$ cat src/rtl/uatd_pkg.sv
// Shared constants and helpers for the unsigned-to-ASCII digit converter.
package uatd_pkg;

	localparam int VALUE_W     = 64;
	localparam int RADIX_W     = 6;
	localparam int DIGIT_W     = 6;
	localparam int CHAR_W      = 7;
	localparam int RADIX_MIN   = 2;
	localparam int RADIX_MAX   = 36;
	localparam int STORE_DEPTH = 64;
	localparam int STORE_AW    = 6;
	localparam int COUNT_W     = 7;
	localparam int DEC_DIGITS  = 10;
	localparam int CHAR_ZERO   = 48;
	localparam int CHAR_A      = 65;
	localparam int QUEUE_DEPTH = 2;
	localparam int QUEUE_AW    = 1;
	localparam int QUEUE_CW    = 2;

	// Map a digit value to its ASCII character: 0-9 then A upward.
	function automatic logic [CHAR_W-1:0] to_ascii(input logic [DIGIT_W-1:0] d);
		logic [CHAR_W-1:0] d_ext;
		d_ext = {1'b0, d};
		if (d_ext < CHAR_W'(DEC_DIGITS)) begin
			return CHAR_W'(CHAR_ZERO) + d_ext;
		end else begin
			return CHAR_W'(CHAR_A - DEC_DIGITS) + d_ext;
		end
	endfunction

endpackage

$ cat src/rtl/uatd_if.sv
// Channel interfaces: conversion request input and digit output.
interface uatd_in_if;
	import uatd_pkg::*;
	logic               valid;
	logic               ready;
	logic [VALUE_W-1:0] value;
	logic [RADIX_W-1:0] radix;
	modport source(output valid, value, radix, input ready);
	modport sink(input valid, value, radix, output ready);
endinterface

interface uatd_out_if;
	import uatd_pkg::*;
	logic              valid;
	logic              ready;
	logic [CHAR_W-1:0] digit_char;
	logic              last_digit;
	modport source(output valid, digit_char, last_digit, input ready);
	modport sink(input valid, digit_char, last_digit, output ready);
endinterface

$ cat src/rtl/uatd_front.sv
// Front end: accept a request, mask the value, clamp the radix, flag zero.
module uatd_front #(
	parameter int VALUE_BITS = 64,
	parameter int ITEM_W     = VALUE_BITS + 7
) (
	input  logic              clk,
	input  logic              arst_n,
	uatd_in_if.sink           items,
	output logic              push_valid,
	input  logic              push_ready,
	output logic [ITEM_W-1:0] push_data
);
	import uatd_pkg::*;

	logic                  valid_s1;
	logic [VALUE_BITS-1:0] value_s1;
	logic [RADIX_W-1:0]    radix_s1;
	logic                  zero_s1;
	logic [VALUE_BITS-1:0] value_m;
	logic [RADIX_W-1:0]    radix_c;

	assign value_m = items.value[VALUE_BITS-1:0];

	always_comb begin
		priority if (items.radix < RADIX_W'(RADIX_MIN)) begin
			radix_c = RADIX_W'(RADIX_MIN);
		end else if (items.radix > RADIX_W'(RADIX_MAX)) begin
			radix_c = RADIX_W'(RADIX_MAX);
		end else begin
			radix_c = items.radix;
		end
	end

	// Stage register frees when the queue takes its item.
	assign items.ready = !valid_s1 || push_ready;
	assign push_valid  = valid_s1;
	assign push_data   = {zero_s1, radix_s1, value_s1};

	always_ff @(posedge clk or negedge arst_n) begin
		if (!arst_n) begin
			valid_s1 <= 1'b0;
			value_s1 <= '0;
			radix_s1 <= '0;
			zero_s1  <= 1'b0;
		end else if (items.ready) begin
			valid_s1 <= items.valid;
			if (items.valid) begin
				value_s1 <= value_m;
				radix_s1 <= radix_c;
				zero_s1  <= (value_m == '0);
			end
		end
	end

endmodule

$ cat src/rtl/uatd_fifo.sv
// Two-entry queue between the front end and the divide engine.
module uatd_fifo #(
	parameter int DATA_W = 71
) (
	input  logic              clk,
	input  logic              arst_n,
	input  logic              push_valid,
	output logic              push_ready,
	input  logic [DATA_W-1:0] push_data,
	output logic              pop_valid,
	input  logic              pop_ready,
	output logic [DATA_W-1:0] pop_data
);
	import uatd_pkg::*;

	logic [DATA_W-1:0]   mem [QUEUE_DEPTH];
	logic [QUEUE_AW-1:0] wr_ptr_q;
	logic [QUEUE_AW-1:0] rd_ptr_q;
	logic [QUEUE_CW-1:0] cnt_q;
	logic                push;
	logic                pop;

	assign push_ready = (cnt_q != QUEUE_CW'(QUEUE_DEPTH));
	assign pop_valid  = (cnt_q != '0);
	assign pop_data   = mem[rd_ptr_q];
	assign push       = push_valid && push_ready;
	assign pop        = pop_valid && pop_ready;

	always_ff @(posedge clk) begin
		if (push) begin
			mem[wr_ptr_q] <= push_data;
		end
	end

	always_ff @(posedge clk or negedge arst_n) begin
		if (!arst_n) begin
			wr_ptr_q <= '0;
			rd_ptr_q <= '0;
			cnt_q    <= '0;
		end else begin
			if (push) begin
				wr_ptr_q <= wr_ptr_q + 1'b1;
			end
			if (pop) begin
				rd_ptr_q <= rd_ptr_q + 1'b1;
			end
			unique case ({push, pop})
				2'b10:   cnt_q <= cnt_q + 1'b1;
				2'b01:   cnt_q <= cnt_q - 1'b1;
				default: cnt_q <= cnt_q;
			endcase
		end
	end

endmodule

$ cat src/rtl/uatd_back.sv
// Divide engine: bit-serial divide per digit, digit store, reversed emission.
module uatd_back #(
	parameter int VALUE_BITS = 64,
	parameter int ITEM_W     = VALUE_BITS + 7
) (
	input  logic              clk,
	input  logic              arst_n,
	input  logic              pop_valid,
	output logic              pop_ready,
	input  logic [ITEM_W-1:0] pop_data,
	uatd_out_if.source        digits
);
	import uatd_pkg::*;

	localparam int CNT_W = $clog2(VALUE_BITS);

	typedef enum logic [1:0] {
		S_IDLE,
		S_DIV,
		S_EMIT_RD,
		S_EMIT_LD
	} state_t;

	state_t                state_q;
	logic [VALUE_BITS-1:0] quo_q;
	logic [DIGIT_W-1:0]    rem_q;
	logic [RADIX_W-1:0]    radix_q;
	logic [CNT_W-1:0]      bit_cnt_q;
	logic [COUNT_W-1:0]    cnt_q;
	logic [STORE_AW-1:0]   idx_q;
	logic                  out_valid_q;
	logic [CHAR_W-1:0]     char_q;
	logic                  last_q;

	logic [DIGIT_W-1:0]    store [STORE_DEPTH];
	logic [DIGIT_W-1:0]    rd_data_q;

	logic [VALUE_BITS-1:0] in_value;
	logic [RADIX_W-1:0]    in_radix;
	logic                  in_zero;
	logic [DIGIT_W:0]      rem_sh;
	logic [DIGIT_W:0]      rem_diff;
	logic                  ge;
	logic [DIGIT_W-1:0]    rem_nx;
	logic [VALUE_BITS-1:0] quo_nx;
	logic                  bit_last;
	logic                  wr_en;
	logic [STORE_AW-1:0]   wr_addr;
	logic [DIGIT_W-1:0]    wr_data;
	logic                  load;
	logic                  emit;

	assign {in_zero, in_radix, in_value} = pop_data;
	assign pop_ready = (state_q == S_IDLE);

	// One restoring-division step: shift in the next quotient bit.
	assign rem_sh   = {rem_q, quo_q[VALUE_BITS-1]};
	assign rem_diff = rem_sh - {1'b0, radix_q};
	assign ge       = (rem_sh >= {1'b0, radix_q});
	assign rem_nx   = ge ? rem_diff[DIGIT_W-1:0] : rem_sh[DIGIT_W-1:0];
	assign quo_nx   = {quo_q[VALUE_BITS-2:0], ge};
	assign bit_last = (bit_cnt_q == CNT_W'(VALUE_BITS - 1));

	always_comb begin
		wr_en   = 1'b0;
		wr_addr = '0;
		wr_data = '0;
		if (state_q == S_DIV && bit_last) begin
			wr_en   = 1'b1;
			wr_addr = cnt_q[STORE_AW-1:0];
			wr_data = rem_nx;
		end else if (state_q == S_IDLE && pop_valid && in_zero) begin
			wr_en = 1'b1;
		end
	end

	always_ff @(posedge clk) begin
		if (wr_en) begin
			store[wr_addr] <= wr_data;
		end
		rd_data_q <= store[idx_q];
	end

	assign load = !out_valid_q || digits.ready;
	assign emit = (state_q == S_EMIT_LD) && load;

	assign digits.valid      = out_valid_q;
	assign digits.digit_char = char_q;
	assign digits.last_digit = last_q;

	always_ff @(posedge clk or negedge arst_n) begin
		if (!arst_n) begin
			state_q     <= S_IDLE;
			quo_q       <= '0;
			rem_q       <= '0;
			radix_q     <= '0;
			bit_cnt_q   <= '0;
			cnt_q       <= '0;
			idx_q       <= '0;
			out_valid_q <= 1'b0;
			char_q      <= '0;
			last_q      <= 1'b0;
		end else begin
			if (emit) begin
				out_valid_q <= 1'b1;
			end else if (digits.ready) begin
				out_valid_q <= 1'b0;
			end
			unique case (state_q)
				S_IDLE: begin
					if (pop_valid) begin
						quo_q     <= in_value;
						radix_q   <= in_radix;
						rem_q     <= '0;
						bit_cnt_q <= '0;
						idx_q     <= '0;
						if (in_zero) begin
							cnt_q   <= COUNT_W'(1);
							state_q <= S_EMIT_RD;
						end else begin
							cnt_q   <= '0;
							state_q <= S_DIV;
						end
					end
				end
				S_DIV: begin
					quo_q <= quo_nx;
					if (bit_last) begin
						rem_q     <= '0;
						bit_cnt_q <= '0;
						cnt_q     <= cnt_q + 1'b1;
						if (quo_nx == '0) begin
							idx_q   <= cnt_q[STORE_AW-1:0];
							state_q <= S_EMIT_RD;
						end
					end else begin
						rem_q     <= rem_nx;
						bit_cnt_q <= bit_cnt_q + 1'b1;
					end
				end
				S_EMIT_RD: begin
					state_q <= S_EMIT_LD;
				end
				S_EMIT_LD: begin
					if (load) begin
						char_q <= to_ascii(rd_data_q);
						last_q <= (idx_q == '0);
						if (idx_q == '0) begin
							state_q <= S_IDLE;
						end else begin
							idx_q   <= idx_q - 1'b1;
							state_q <= S_EMIT_RD;
						end
					end
				end
				default: state_q <= S_IDLE;
			endcase
		end
	end

endmodule

$ cat src/rtl/unsigned_to_ascii_digits.sv
// Top level of the unsigned binary to ASCII digit converter.
//
//   channel | dir | payload                          | transfer when
//   --------+-----+----------------------------------+--------------------
//   items   | in  | value[63:0], radix[5:0]          | valid && ready
//   digits  | out | digit_char[6:0], last_digit      | valid && ready
//
// A nonzero value of D digits takes D divides of VALUE_BITS bits each in the
// bit-serial divider (one quotient bit per cycle, one divide per digit), and
// each digit is then read from the digit store and loaded into the output
// register. A zero value skips the divider. Entry passes through the front
// stage register and then the queue.
// arst_n clears all control state at once; the digit store is not cleared.
// The front stage and queue keep taking requests while the divider works or
// the output stalls, until both are full; a stalled digit holds in the output register.
module unsigned_to_ascii_digits #(
	parameter int VALUE_BITS = 64
) (
	input  logic       clk,
	input  logic       arst_n,
	uatd_in_if.sink    items,
	uatd_out_if.source digits
);
	import uatd_pkg::*;

	// Queue item: zero flag, clamped radix, masked value.
	localparam int ITEM_W = VALUE_BITS + RADIX_W + 1;

	logic              push_valid;
	logic              push_ready;
	logic [ITEM_W-1:0] push_data;
	logic              pop_valid;
	logic              pop_ready;
	logic [ITEM_W-1:0] pop_data;

	// Front: hold one classified request until the queue has room.
	uatd_front #(
		.VALUE_BITS(VALUE_BITS),
		.ITEM_W    (ITEM_W)
	) u_front (
		.clk       (clk),
		.arst_n    (arst_n),
		.items     (items),
		.push_valid(push_valid),
		.push_ready(push_ready),
		.push_data (push_data)
	);

	// Queue: decouple acceptance from the long divide.
	uatd_fifo #(
		.DATA_W(ITEM_W)
	) u_fifo (
		.clk       (clk),
		.arst_n    (arst_n),
		.push_valid(push_valid),
		.push_ready(push_ready),
		.push_data (push_data),
		.pop_valid (pop_valid),
		.pop_ready (pop_ready),
		.pop_data  (pop_data)
	);

	// Back: divide, store remainders, emit most significant digit first.
	uatd_back #(
		.VALUE_BITS(VALUE_BITS),
		.ITEM_W    (ITEM_W)
	) u_back (
		.clk      (clk),
		.arst_n   (arst_n),
		.pop_valid(pop_valid),
		.pop_ready(pop_ready),
		.pop_data (pop_data),
		.digits   (digits)
	);

endmodule

$ cat src/flat_wrapper.sv
// flat-port wrapper written by rule: the top's interface ports become plain ports
module unsigned_to_ascii_digits_flat import uatd_pkg::*;
#(
	parameter int VALUE_BITS = 64
)
  (clk, arst_n, items_valid, items_value, items_radix, items_ready, digits_valid, digits_digit_char, digits_last_digit, digits_ready);
  uatd_in_if items_i ();
  uatd_out_if digits_i ();
  input  logic clk;
  input  logic arst_n;
  input wire logic [$bits(items_i.valid)-1:0] items_valid;
  input wire logic [$bits(items_i.value)-1:0] items_value;
  input wire logic [$bits(items_i.radix)-1:0] items_radix;
  output wire logic [$bits(items_i.ready)-1:0] items_ready;
  output wire logic [$bits(digits_i.valid)-1:0] digits_valid;
  output wire logic [$bits(digits_i.digit_char)-1:0] digits_digit_char;
  output wire logic [$bits(digits_i.last_digit)-1:0] digits_last_digit;
  input wire logic [$bits(digits_i.ready)-1:0] digits_ready;
  assign items_i.valid = items_valid;
  assign items_i.value = items_value;
  assign items_i.radix = items_radix;
  assign items_ready = items_i.ready;
  assign digits_valid = digits_i.valid;
  assign digits_digit_char = digits_i.digit_char;
  assign digits_last_digit = digits_i.last_digit;
  assign digits_i.ready = digits_ready;
  unsigned_to_ascii_digits #(.VALUE_BITS(VALUE_BITS)) u_core (.clk(clk), .arst_n(arst_n), .items(items_i), .digits(digits_i));
endmodule
$ cat config.mk
export PLATFORM = sky130hd
export DESIGN_NAME = unsigned_to_ascii_digits_flat
export DESIGN_NICKNAME = d
export VERILOG_FILES = /design/src/rtl/uatd_pkg.sv /design/src/rtl/uatd_if.sv /design/src/rtl/uatd_front.sv /design/src/rtl/uatd_fifo.sv /design/src/rtl/uatd_back.sv /design/src/rtl/unsigned_to_ascii_digits.sv /design/src/flat_wrapper.sv
export SDC_FILE = /design/constraint.sdc
export NUM_CORES = 1
export LEC_CHECK = 0
export ABC_AREA = 1
export BUFFER_PORTS_ARGS = -buffer_cell sky130_fd_sc_hd__buf_2
export CAP_MARGIN = 20
export CELL_PAD_IN_SITES_DETAIL_PLACEMENT = 1
export CELL_PAD_IN_SITES_GLOBAL_PLACEMENT = 1
export CORE_ASPECT_RATIO = 1.5
export CORE_MARGIN = 8
export CORE_UTILIZATION = 50
export CTS_CLUSTER_DIAMETER = 60
export DETAILED_ROUTE_END_ITERATION = 7
export PLACE_DENSITY_LB_ADDON = 0.2
export SLEW_MARGIN = 5
export SYNTH_ARGS = -nofsm -noshare
export SYNTH_HDL_FRONTEND = slang
export SYNTH_SLANG_ARGS = --single-unit
export TNS_END_PERCENT = 100
$ cat constraint.sdc
create_clock -name clk -period 7.7 [get_ports clk]
set_input_delay 2.31 -clock clk [delete_from_list [all_inputs] [get_ports clk]]
set_output_delay 2.31 -clock clk [all_outputs]
set_load 0.05 [all_outputs]
Word-level counts from Yosys, hierarchy flattened
Memories as Yosys holds them, arrays and structs flattened. A register that Yosys moved wholly into a read port is not among the register bits. Cells that the tools add are included.

Flip-flop bits (word level): 182. Bits in latches: 0. Bits in writable memories: 526. Bits in read-only memories: 0. Output and inout port bits: 10. Word-level logic and storage cells: 108. Memories kept: 2.

Add/sub/neg operators: 10. Multipliers: 0. Divide/modulo/power cells: 0. Magnitude comparators: 4. Equal/unequal tests: 12. Shift-type cells: 0. Muxes and demuxes: 38. Bitwise logic cells: 0. Reduce and logical (&&, ||, !) cells: 25.

Memories: u_core.u_back.store (words 64, width 6, rd ports 1, clocked after Yosys merged registers in 1, wr ports 1, line uatd_back.sv:35) `logic [DIGIT_W-1:0] store [STORE_DEPTH];`; u_core.u_fifo.mem (words 2, width 71, rd ports 1, clocked after Yosys merged registers in 0, wr ports 1, line uatd_fifo.sv:16) `logic [DATA_W-1:0] mem [QUEUE_DEPTH];`.

Operators by type and width (count): 64-bit logical NOT (2); 64-bit one-hot mux with 2 select lines (1); 6-bit 2-to-1 mux (12); 64-bit 2-to-1 mux (1); 6-bit one-hot mux with 2 select lines (2); 7-bit 2-to-1 mux (3); 6-bit one-hot mux with 3 select lines (1); 6-bit by 6-bit adder with 7-bit output (first input constant) (2); 7-bit one-hot mux with 2 select lines (1); 2-bit 2-to-1 mux (6); 2-bit inequality test (second input constant) (5); 1-bit 2-to-1 mux (9); 2-bit one-hot mux with 4 select lines (1); 2-bit AND reduction (4); 2-bit nonzero test (4); 7-bit by 1-bit adder with 7-bit output (second input constant) (1); 7-bit by 6-bit >= comparator with 1-bit output (1); 6-bit by 1-bit adder with 6-bit output (second input constant) (1); 2-bit equality test (second input constant) (3); 6-bit equality test (second input constant) (1); 6-bit greater-than comparator (second input constant) (1); 6-bit logical NOT (1); 6-bit by 2-bit < comparator with 1-bit output (second input constant) (1); 6-bit by 4-bit < comparator with 1-bit output (second input constant) (1); other kinds (16) (24).

Longest topological paths before layout
Gate-level depths: netlist of run 1.

Word-level depth: 7. Gate-level depth with buffers: 12. Mapped depth without buffers: 11.

Cells and area by module
A second synthesis of run 1 with hierarchy kept.

Cell total of the unflattened synthesis: 2729. Area total of the unflattened synthesis: 29696.0 um2.

Modules (own cells, without submodules): uatd_back (instances 1, cells an instance 1957, area each 21279.2 um2); uatd_fifo (instances 1, cells an instance 400, area each 5426.5 um2); uatd_front (instances 1, cells an instance 372, area each 2990.4 um2).

Worst setup path after synthesis of run 1
OpenSTA, ideal clock, no wires.

Path type: reg2reg. Start point: reg u_core.u_fifo.cnt_q[0]. End point: mem u_core.u_fifo.mem[0][0], enable pin. Arrival: 3.651 ns. Required time: 7.199 ns. Setup slack: 3.548 ns. Cell stages (with the launch flop): 3. Path buffers: 0. Cells stage by stage: dfrtp_1 o21ai_0 nor2_1.

Word-level cells in the longest chain between the ends: 4.

Ends and longest elaborated chain: start: declaration (line uatd_fifo.sv:19) `logic [QUEUE_CW-1:0] cnt_q;`; start signal: assignment (line uatd_fifo.sv:48) `2'b10: cnt_q <= cnt_q + 1'b1;`; start signal: assignment (line uatd_fifo.sv:49) `2'b01: cnt_q <= cnt_q - 1'b1;`; start signal: assignment (line uatd_fifo.sv:50) `default: cnt_q <= cnt_q;`; 2-bit inequality test (line uatd_fifo.sv:23) `assign push_ready = (cnt_q != QUEUE_CW'(QUEUE_DEPTH));`; 1-bit logical AND (line uatd_fifo.sv:26) `assign push = push_valid && push_ready;`; 1-bit 2-to-1 mux (line uatd_fifo.sv:30) `if (push) begin`; 1-bit 2-to-1 mux (implied by the code) (line uatd_fifo.sv:31) `mem[wr_ptr_q] <= push_data;`; end: declaration (line uatd_fifo.sv:16).

No other way between the ends.

Worst setup path in the final report of run 1
Start point: reg u_core.u_fifo.cnt_q[0]. End point: out items_ready.

Word-level cells in the longest chain between the ends: 2.

Ends and longest elaborated chain: 2-bit inequality test (line uatd_fifo.sv:23); 1-bit logical OR (line uatd_front.sv:35) `assign items.ready = !valid_s1 || push_ready;`; end: declaration (line flat_wrapper.sv:14) `output wire logic [$bits(items_i.ready)-1:0] items_ready;`.

No other way between the ends.

==> results of run 1 <==
[registers in the layout, summed over array words and instances, names as in the netlist, 7 cells and up]
signal / flops
u_core.u_front.value_s1: 64
u_core.u_back.quo_q: 64
u_core.u_back.store: 384
u_core.u_back.digits.digit_char: 7
u_core.u_fifo.mem: 142
[through the flow]
stage          hold WS, ns  area, µm²  std cells  setup WS [ns]  total power, W
5_1_grt              0.484      32300       3454           3.61          0.0130
4_1_cts              0.466      32300       3453           3.67          0.0124
3_3_place_gp         0.451      30100       3331           3.89         0.00877
2_1_floorplan        0.442      29000       2584           3.55         0.00776
3_5_place_dp         0.457      30100       3331           3.86         0.00901
6_report             0.467      32300       3454           3.70          0.0123
[metal layers]
layer | vias to the layer above | global-route usage, % | share of wire (%) | routed length, µm
li1 | 9077 | - | - | -
met1 | 10100 | 26.2 | 37 | 28500
met2 | 507 | 44.1 | 55 | 42100
met3 | 175 | 3.27 | 4.1 | 3160
met4 | 0 | 10.6 | 4.3 | 3330
met5 | - | 0 | 0 | 0
[worst register-to-register path: stages, from the launching register on]
cell	delay (ns)
dfrtp_4	0.84
inv_2	0.65
buf_4	0.46
ha_1	0.28
nand3_1	0.08
nor2_1	0.09
o21ai_1	0.41
nand4_1	0.33
nand2_1	0.14
nand2_1	0.08
[cells in the mapped netlist, drive strengths merged (14+ instances only)]
master,instances
a21oi,23
buf,56
clkbuf,78
dfrtp,181
edfxtp,526
ha,14
inv,85
nand2,557
nand3,127
nand4,33
nor2,505
nor4,15
o211ai,28
o21ai,209
o22ai,29
o311ai,62
[final timing paths]
kind,cells after the start,slack [ns],endpoint,startpoint
worst max register to register,9,4.23,u_core.u_back.idx_q[0],u_core.u_back.idx_q[1]
worst min register to register,0,0.47,u_core.u_fifo.mem[0][24],u_core.u_front.value_s1[24]
max in group asynchronous,2,4.54,u_core.u_back.quo_q[52],arst_n
worst max-delay path,3,3.70,items_ready,u_core.u_fifo.cnt_q[0]
min in group asynchronous,1,1.75,u_core.u_back.quo_q[18],arst_n
worst min-delay path,0,0.47,u_core.u_fifo.mem[0][24],u_core.u_front.value_s1[24]
[power groups by stage]
stage	clock, W	combinational (W)	sequential (W)
detailed placement	0	0.00353	0.00548
CTS	0.00346	0.00357	0.00541
finish	0.00340	0.00353	0.00541
floorplan	0	0.00241	0.00534
global placement	0	0.00334	0.00543
global route	0.00357	0.00394	0.00549
[logic make-up (layout without fill, tap and decap cells)]
| family | after synthesis | count (layout) | synth area share, % |
|---|---|---|---|
| flip-flops | 713 | 713 | 70.6 |
| buffers and inverters | 221 | 321 | 3.07 |
| AND/OR/NAND/NOR | 1251 | 1251 | 17.4 |
| AO/OA/AOI/OAI | 365 | 365 | 7.65 |
| adder cells (fa/ha/maj) | 15 | 15 | 0.674 |
| multiplexers | 2 | 2 | 0.0691 |
| XOR/XNOR | 17 | 17 | 0.514 |
[cell type report]
type                       instances  area (µm²)  area share, %
sequential                       713       20500           63.3
multi-input combinational       1650        7700           23.8
clock buffer                      93        1950           6.03
tap                              770         963           2.98
timing repair buffer             112         642           1.98
inverter                          87         329           1.02
clock inverter                    29         300          0.929
==> results.md, run 1 <==
- Synth area leader: edfxtp_1
- Seq/Total Area, Yosys: 70.6%
- Outcome: finished clean
- Detail Route Antenna Nets: 0
- Post-CTS Repair Setup Buffers: 0
- Buffers & Inverters on Critical Path: 1
- DRT Pass-1 Iters: 5
- Sequential Power Share: 43.9%
- Fin. Hold Viols: 0
- Synth unique cells: 41
- Initial antenna violation count: 0
- Die Ht: 311 µm
- Ys async rst share: 25.4%
- Max Clk Rate: 250 MHz
- Die area: 66000 µm²
- Final HPWL DP: 49.1 mm
- Min cycle time layout: 4.00 ns
- Mapped cell area: 29000 µm²
- Layout cells sized above 1: 9.35%
- Commonest non-fill, non-tap cell in the layout: nand2_1
- DRC viols: 0
- Worst path arrival time: 1.69 ns
- Gr usage total: 23.7%
- Initial core utilization: 50.3%
- CTS Buf Count: 67
- Pwr Density: 381 nW/µm²
- Core ar.: 57600 µm²
- Top cell type's share of synthesized area: 54.5%
- Synth area leaders: edfxtp_1 55%, dfrtp_1 16%, nand2_1 7.2%
- CP top delay family: flip-flops
- Net switching power: 0.00444 W
- Static leakage: 11.4 nW
- Sw Ratio: 36.0%
- Vias: 19800
- Clock slew at reported path FFs: 0.07 ns
- Chip Width: 213 µm
- Hold buffers post-CTS: 0
- Worst-path cell chain: nor2_1 -> nand2_1 -> buf_2
- Worst Path Max Fanout: 7
- CTS Root Cell: clkbuf_16
- Synthesis warning total: 0
- FILL cells: 6100
- N_diodes: 0
- CP max-delay cell: dfrtp_1
- CTS tree: yes
- Gp weighted congestion: 0.839
- Vias per cell: 5.74
- Commonest cells after routing, fill and taps aside: 554 x nand2_1, 526 x edfxtp_1, 495 x nor2_1, 206 x o21ai_0, 178 x dfrtp_1
- Worst vdd ir: 294 µV
- Slew HR: 31.5%
- Final Skew: 0.0219 ns
- Grt total ovfl: 0
- RSZ-0062 raised after global routing: false
- Clock Path Buffers: 3
- Gate Count Post-Synth: 2584
- Maxcap violations: 0
- H-tree levels: 3
- Setup Crit Path Kind: register to primary output
- Clock power frac: 27.5%
- Worst Setup Start Kind: register
- Mapped Nets: 2673
- Row count: 108
- Crit end category: primary output
- Worst-margin pin slew: 1.03 ns
- Clock sinks: 713
- Average cell area after synthesis: 11.2 µm²
- Tcrit/Tclk final: 51.9%
- Worst EP required: 5.39 ns
- Largest net degree at the start of global routing: 99
- IO Count: 84
- Vias in the first global route: 21600
- Yosys reg bits: 713
- Final Util: 56.2%
- Final wirelength: 77.0 mm
- Initial DRC count: 1193
- Hold Crit Class: register to register
- Nets: 2720
- Syn-to-layout area delta: 11.6%
- Cell Int Power: 0.00790 W
- # setup viols final: 0
- Post-synth EDFFs: 526
- Setup_tns: 0 ns
- Buffers on Ports: 83
- Final-report max-slew violation count: 0
- # resized after CTS: 0
- Top_reg_cell synth: edfxtp_1
- Max incr delay on CP: 0.53 ns
- Skew-Pair Late Insertion Delay: 0.61 ns
- Wire per inst: 22.3 µm
- Gate power share: 28.6%
- First-pass GRT wire length: 121 mm
Power figures use the tool's default switching activity.
==> run 2: changes to the inputs <==
Clock period 7.7 ns to 3.9 ns, I/O delays scaled along.
==> results.md, run 2 (synthesis results as in run 1) <==
- Outcome: finished clean
- Worst-margin pin slew: 1.14 ns
- Buffers & Inverters on Critical Path: 1
- Final wirelength: 78.7 mm
- Min cycle time layout: 3.25 ns
- Grt total ovfl: 0
- Wire per inst: 22.6 µm
- Die Ht: 311 µm
- Maxcap violations: 0
- Gp weighted congestion: 0.869
- DRT Pass-1 Iters: 5
- Nets: 2738
- Initial antenna violation count: 0
- Worst Setup Start Kind: register
- Largest net degree at the start of global routing: 124
- CP top delay family: simple AND/OR/NAND/NOR gates
- Biggest register: u_core.u_back.store
- Top flop regs: u_core.u_back.store: 384 flops, u_core.u_fifo.mem: 142 flops
- Static leakage: 11.5 nW
- Vias: 19800
- Vias in the first global route: 22100
- First-pass GRT wire length: 124 mm
- CTS tree: yes
- Max reg flops: 384
- Core ar.: 57600 µm²
- Tcrit/Tclk final: 83.4%
- Vias per cell: 5.70
- Detail Route Antenna Nets: 0
- Row count: 108
- Hold Startpoint: u_core.u_front.value_s1[38]
- Fin Hold WS: 0.473 ns
- RSZ-0062 raised after global routing: false
- Slew HR: 24.1%
- Placed Instances: 3347
- Initial core utilization: 50.3%
- Pwr Density: 753 nW/µm²
- Layout cells sized above 1: 10.1%
- Hold buffers post-CTS: 0
- Worst EP required: 4.32 ns
- Die area: 66000 µm²
- Final HPWL DP: 50.7 mm
- RR Startpoint: u_core.u_back.rem_q[1]
- Skew-Pair Late Insertion Delay: 0.61 ns
- Post-CTS Repair Setup Buffers: 0
- Final-report max-slew violation count: 0
- Worst-path cell chain: ha_1 -> a21oi_1 -> nand2_1 -> nand2_1 -> nand3_1 -> nor2_1 -> a21oi_1 -> nor2_4 -> buf_4
- Buffers on Ports: 83
- Worst path arrival time: 3.68 ns
- CP startpoint: u_core.u_back.rem_q[1]
- Clock slew at reported path FFs: 0.06 ns
- Max incr delay on CP: 0.88 ns
- CTS Buf Count: 69
- Crit end category: register
- Commonest non-fill, non-tap cell in the layout: nand2_1
- Syn-to-layout area delta: 12.4%
- DRC viols: 0
- Final Skew: 0.0207 ns
- Hold Crit Class: register to register
- Clock sinks: 713
- IO Count: 84
- Clock Path Buffers: 3
- Max Clk Rate: 307 MHz
- Fin. Hold Viols: 0
- # setup viols final: 0
- Worst Path Max Fanout: 36
- CTS Root Cell: clkbuf_16
- Setup Crit Path Kind: register to register
- # resized after CTS: 0
- Chip Width: 213 µm
- CP max-delay cell: nor2_4
- Gr usage total: 24.2%
- Worst vdd ir: 594 µV
- Final Util: 56.6%
- Initial DRC count: 1224
- N_diodes: 0
- Post-Layout Cell Count: 3475
- H-tree levels: 3
- Commonest cells after routing, fill and taps aside: 554 x nand2_1, 526 x edfxtp_1, 495 x nor2_1, 206 x o21ai_0, 177 x dfrtp_1
-- run 2: per-stage QoR --
stage	setup slack, ns	area [µm²]	power [W]	setup TNS [ns]
final	0.647	32600	0.0245	0
after global routing	0.460	32600	0.0259	0
after CTS	0.713	32600	0.0247	0
after detailed placement	0.731	30300	0.0179	0
after global placement	0.856	30300	0.0174	0
after floorplan	-0.252	29000	0.0153	-35.75
-- run 2: routing by layer --
layer  global-route usage, %  routed length (µm)  vias up  part of all wire, %
met5                       0                   0        -                    0
met4                    14.0                4400        0                  5.6
met3                    3.09                2850      191                  3.6
met2                    44.2               42500      475                   54
met1                    26.3               29000    10000                   37
li1                        -                   -     9117                    -
-- run 2: report_power, final --
part	switching, W	internal [W]	leakage, nW
registers	0.000912	0.00970	6.27
clock network	0.00286	0.00385	1.12
logic	0.00509	0.00209	4.12
-- run 2: final cells by class --
| class | count | area (µm²) |
|---|---|---|
| Clock inverter | 39 | 364 |
| Clock buffer | 88 | 1890 |
| Sequential cell | 713 | 20500 |
| Timing Repair Buffer | 128 | 862 |
| Tap cell | 770 | 963 |
| Fill cell | 6076 | 25000 |
| Multi-Input combinational cell | 1650 | 7700 |
| Inverter | 87 | 329 |
-- run 2: path summary, 6_finish.rpt --
check | to | slack, ns | depth (start not counted)
setup / recovery | u_core.u_back.store[9][1] | 0.65 | 9
setup reg to reg | u_core.u_back.store[9][1] | 0.65 | 9
hold reg to reg | u_core.u_fifo.mem[1][38] | 0.47 | 0
min in group asynchronous | u_core.u_front.value_s1[18] | 0.56 | 1
max in group asynchronous | u_core.u_back.quo_q[56] | 2.44 | 2
hold / removal | u_core.u_fifo.mem[1][38] | 0.47 | 0
==> run 3: changes to the inputs <==
Clock period 3.9 ns to 3.2 ns, I/O delays scaled along.
==> results.md, run 3 (synthesis results as in run 1) <==
- Outcome: finished clean
- Worst EP required: 3.52 ns
- Top Usage Layer GRT: met2
- DRT Pass-1 Iters: 7
- Syn-to-layout area delta: 12.2%
- Setup Crit Path Kind: register to register
- Final Skew: 0.0170 ns
- Vias per cell: 5.66
- Nets: 2746
- Skew-Pair Late Insertion Delay: 0.61 ns
- CTS tree: yes
- Max incr delay on CP: 0.68 ns
- Wire per inst: 22.0 µm
- Net switching power: 0.0107 W
- Placed Instances: 3357
- Die Ht: 311 µm
- Final HPWL DP: 48.6 mm
- Tcrit/Tclk final: 92.2%
- Worst vdd ir: 649 µV
- CP max-delay cell: o21ai_1
- Clock power frac: 26.1%
- Final-report max-slew violation count: 0
- H-tree levels: 3
- Total power: 0.0294 W
- Die area: 66000 µm²
- Cell Int Power: 0.0187 W
- Worst Path Max Fanout: 42
- Commonest cells after routing, fill and taps aside: 554 x nand2_1, 526 x edfxtp_1, 495 x nor2_1, 205 x o21ai_0, 178 x dfrtp_1
- First-pass GRT wire length: 121 mm
- Chip Width: 213 µm
- Max reg flops: 384
- Hold buffers post-CTS: 0
- Max Clk Rate: 339 MHz
- Post-CTS Repair Setup Buffers: 0
- Commonest non-fill, non-tap cell in the layout: nand2_1
- Largest net degree at the start of global routing: 166
- Detail Route Antenna Nets: 0
- Core ar.: 57600 µm²
- Clock Path Buffers: 3
- RR Startpoint: u_core.u_back.rem_q[3]
- Buffers on Ports: 83
- Top flop regs: u_core.u_back.store: 384 flops, u_core.u_fifo.mem: 142 flops
- CTS Buf Count: 67
- Clock sinks: 713
- FILL cells: 6081
- Worst Setup Start Kind: register
- Sequential Power Share: 43.8%
- Static leakage: 11.5 nW
- Gp weighted congestion: 0.857
- Maxcap violations: 0
- Clock slew at reported path FFs: 0.06 ns
- Final wirelength: 76.6 mm
- Post-Layout Cell Count: 3477
- DRC viols: 0
- CP most frequent cell: nor2_1
- Buffers & Inverters on Critical Path: 1
- Slew HR: 44.7%
- Crit end category: register
- Final WS setup: 0.251 ns
- Met1 usage in global routing: 25.4%
- Min cycle time layout: 2.95 ns
- IO Count: 84
- Gate power share: 30.1%
- Worst path arrival time: 3.27 ns
- CTS Root Cell: clkbuf_16
- # setup viols final: 0
- Sw Ratio: 36.4%
- Grt total ovfl: 0
- Hold Crit Class: primary input to async pin
- Gr usage total: 23.5%
- Layout cells sized above 1: 9.83%
- Worst-margin pin slew: 0.830 ns
- Biggest register: u_core.u_back.store
- GR Layer Usage met2: 44.1%
- Setup_tns: 0 ns
- Fin. Hold Viols: 0
- Worst-path cell chain: ha_1 -> a21oi_1 -> nor2_1 -> nor2_1 -> nand3_1 -> o21ai_1 -> nor2_4 -> buf_12
- Vias in the first global route: 21800
- Pwr Density: 904 nW/µm²
- Vias: 19700
- Pre-CTS setup slack: 0.250 ns
- Met3 GRT Util: 3.80%
- Final Util: 56.5%
- CP top delay family: compound AO/OA/AOI/OAI gates
- Initial core utilization: 50.3%
- # resized after CTS: 0
- Initial DRC count: 1103
- N_diodes: 0
- CP startpoint: u_core.u_back.rem_q[3]
- Row count: 108
- Initial antenna violation count: 1
run 3: cell types whose count changed in the layout (fill, tap and decap cells not counted), sizes merged:
cell      change
buf           +9
bufinv        -5
clkbuf        -2
clkinv        +1
clkinvlp      +2
inv           -4
nor2          +1
run 3: worst paths after layout:
check                                               to  slack (ns)  depth (start not counted)
setup / recovery            u_core.u_back.store[42][0]        0.25                          8
hold / removal             u_core.u_front.value_s1[21]        0.32                          1
setup reg to reg            u_core.u_back.store[42][0]        0.25                          8
hold reg to reg               u_core.u_fifo.mem[0][20]        0.47                          0
max in group asynchronous  u_core.u_front.value_s1[53]        1.95                          2
min in group clk              u_core.u_fifo.mem[0][20]        0.47                          0
run 3: cell type report:
| type | instances | area, µm² | share of cell area, % |
|---|---|---|---|
| timing repair buffer | 137 | 973 | 3.00 |
| clock buffer | 86 | 1880 | 5.80 |
| sequential | 713 | 20500 | 62.9 |
| inverter | 87 | 329 | 1.01 |
| tap | 770 | 963 | 2.96 |
| multi-input combinational | 1651 | 7700 | 23.7 |
| clock inverter | 33 | 191 | 0.589 |
run 3: metal layers:
layer	wire length, µm	vias up	share of wire [%]
li1	-	9123	-
met1	28600	9923	37
met2	41700	452	54
met3	3210	167	4.2
met4	3080	2	4.0
met5	10	-	0.013
run 3: power groups by stage:
stage / combinational (W) / clock, W / sequential, W
after CTS: 0.00894 / 0.00779 / 0.0129
after global routing: 0.00992 / 0.00810 / 0.0130
after global placement: 0.00845 / 0 / 0.0129
after floorplan: 0.00582 / 0 / 0.0129
final: 0.00884 / 0.00766 / 0.0129
after detailed placement: 0.00880 / 0 / 0.0130
run 3: through the flow:
stage	cell area [µm²]	hold WS (ns)
final	32500	0.323
after global routing	32500	0.360
after CTS	32500	0.346
after detailed placement	30400	0.456
after global placement	30400	0.450
after floorplan	29000	0.442
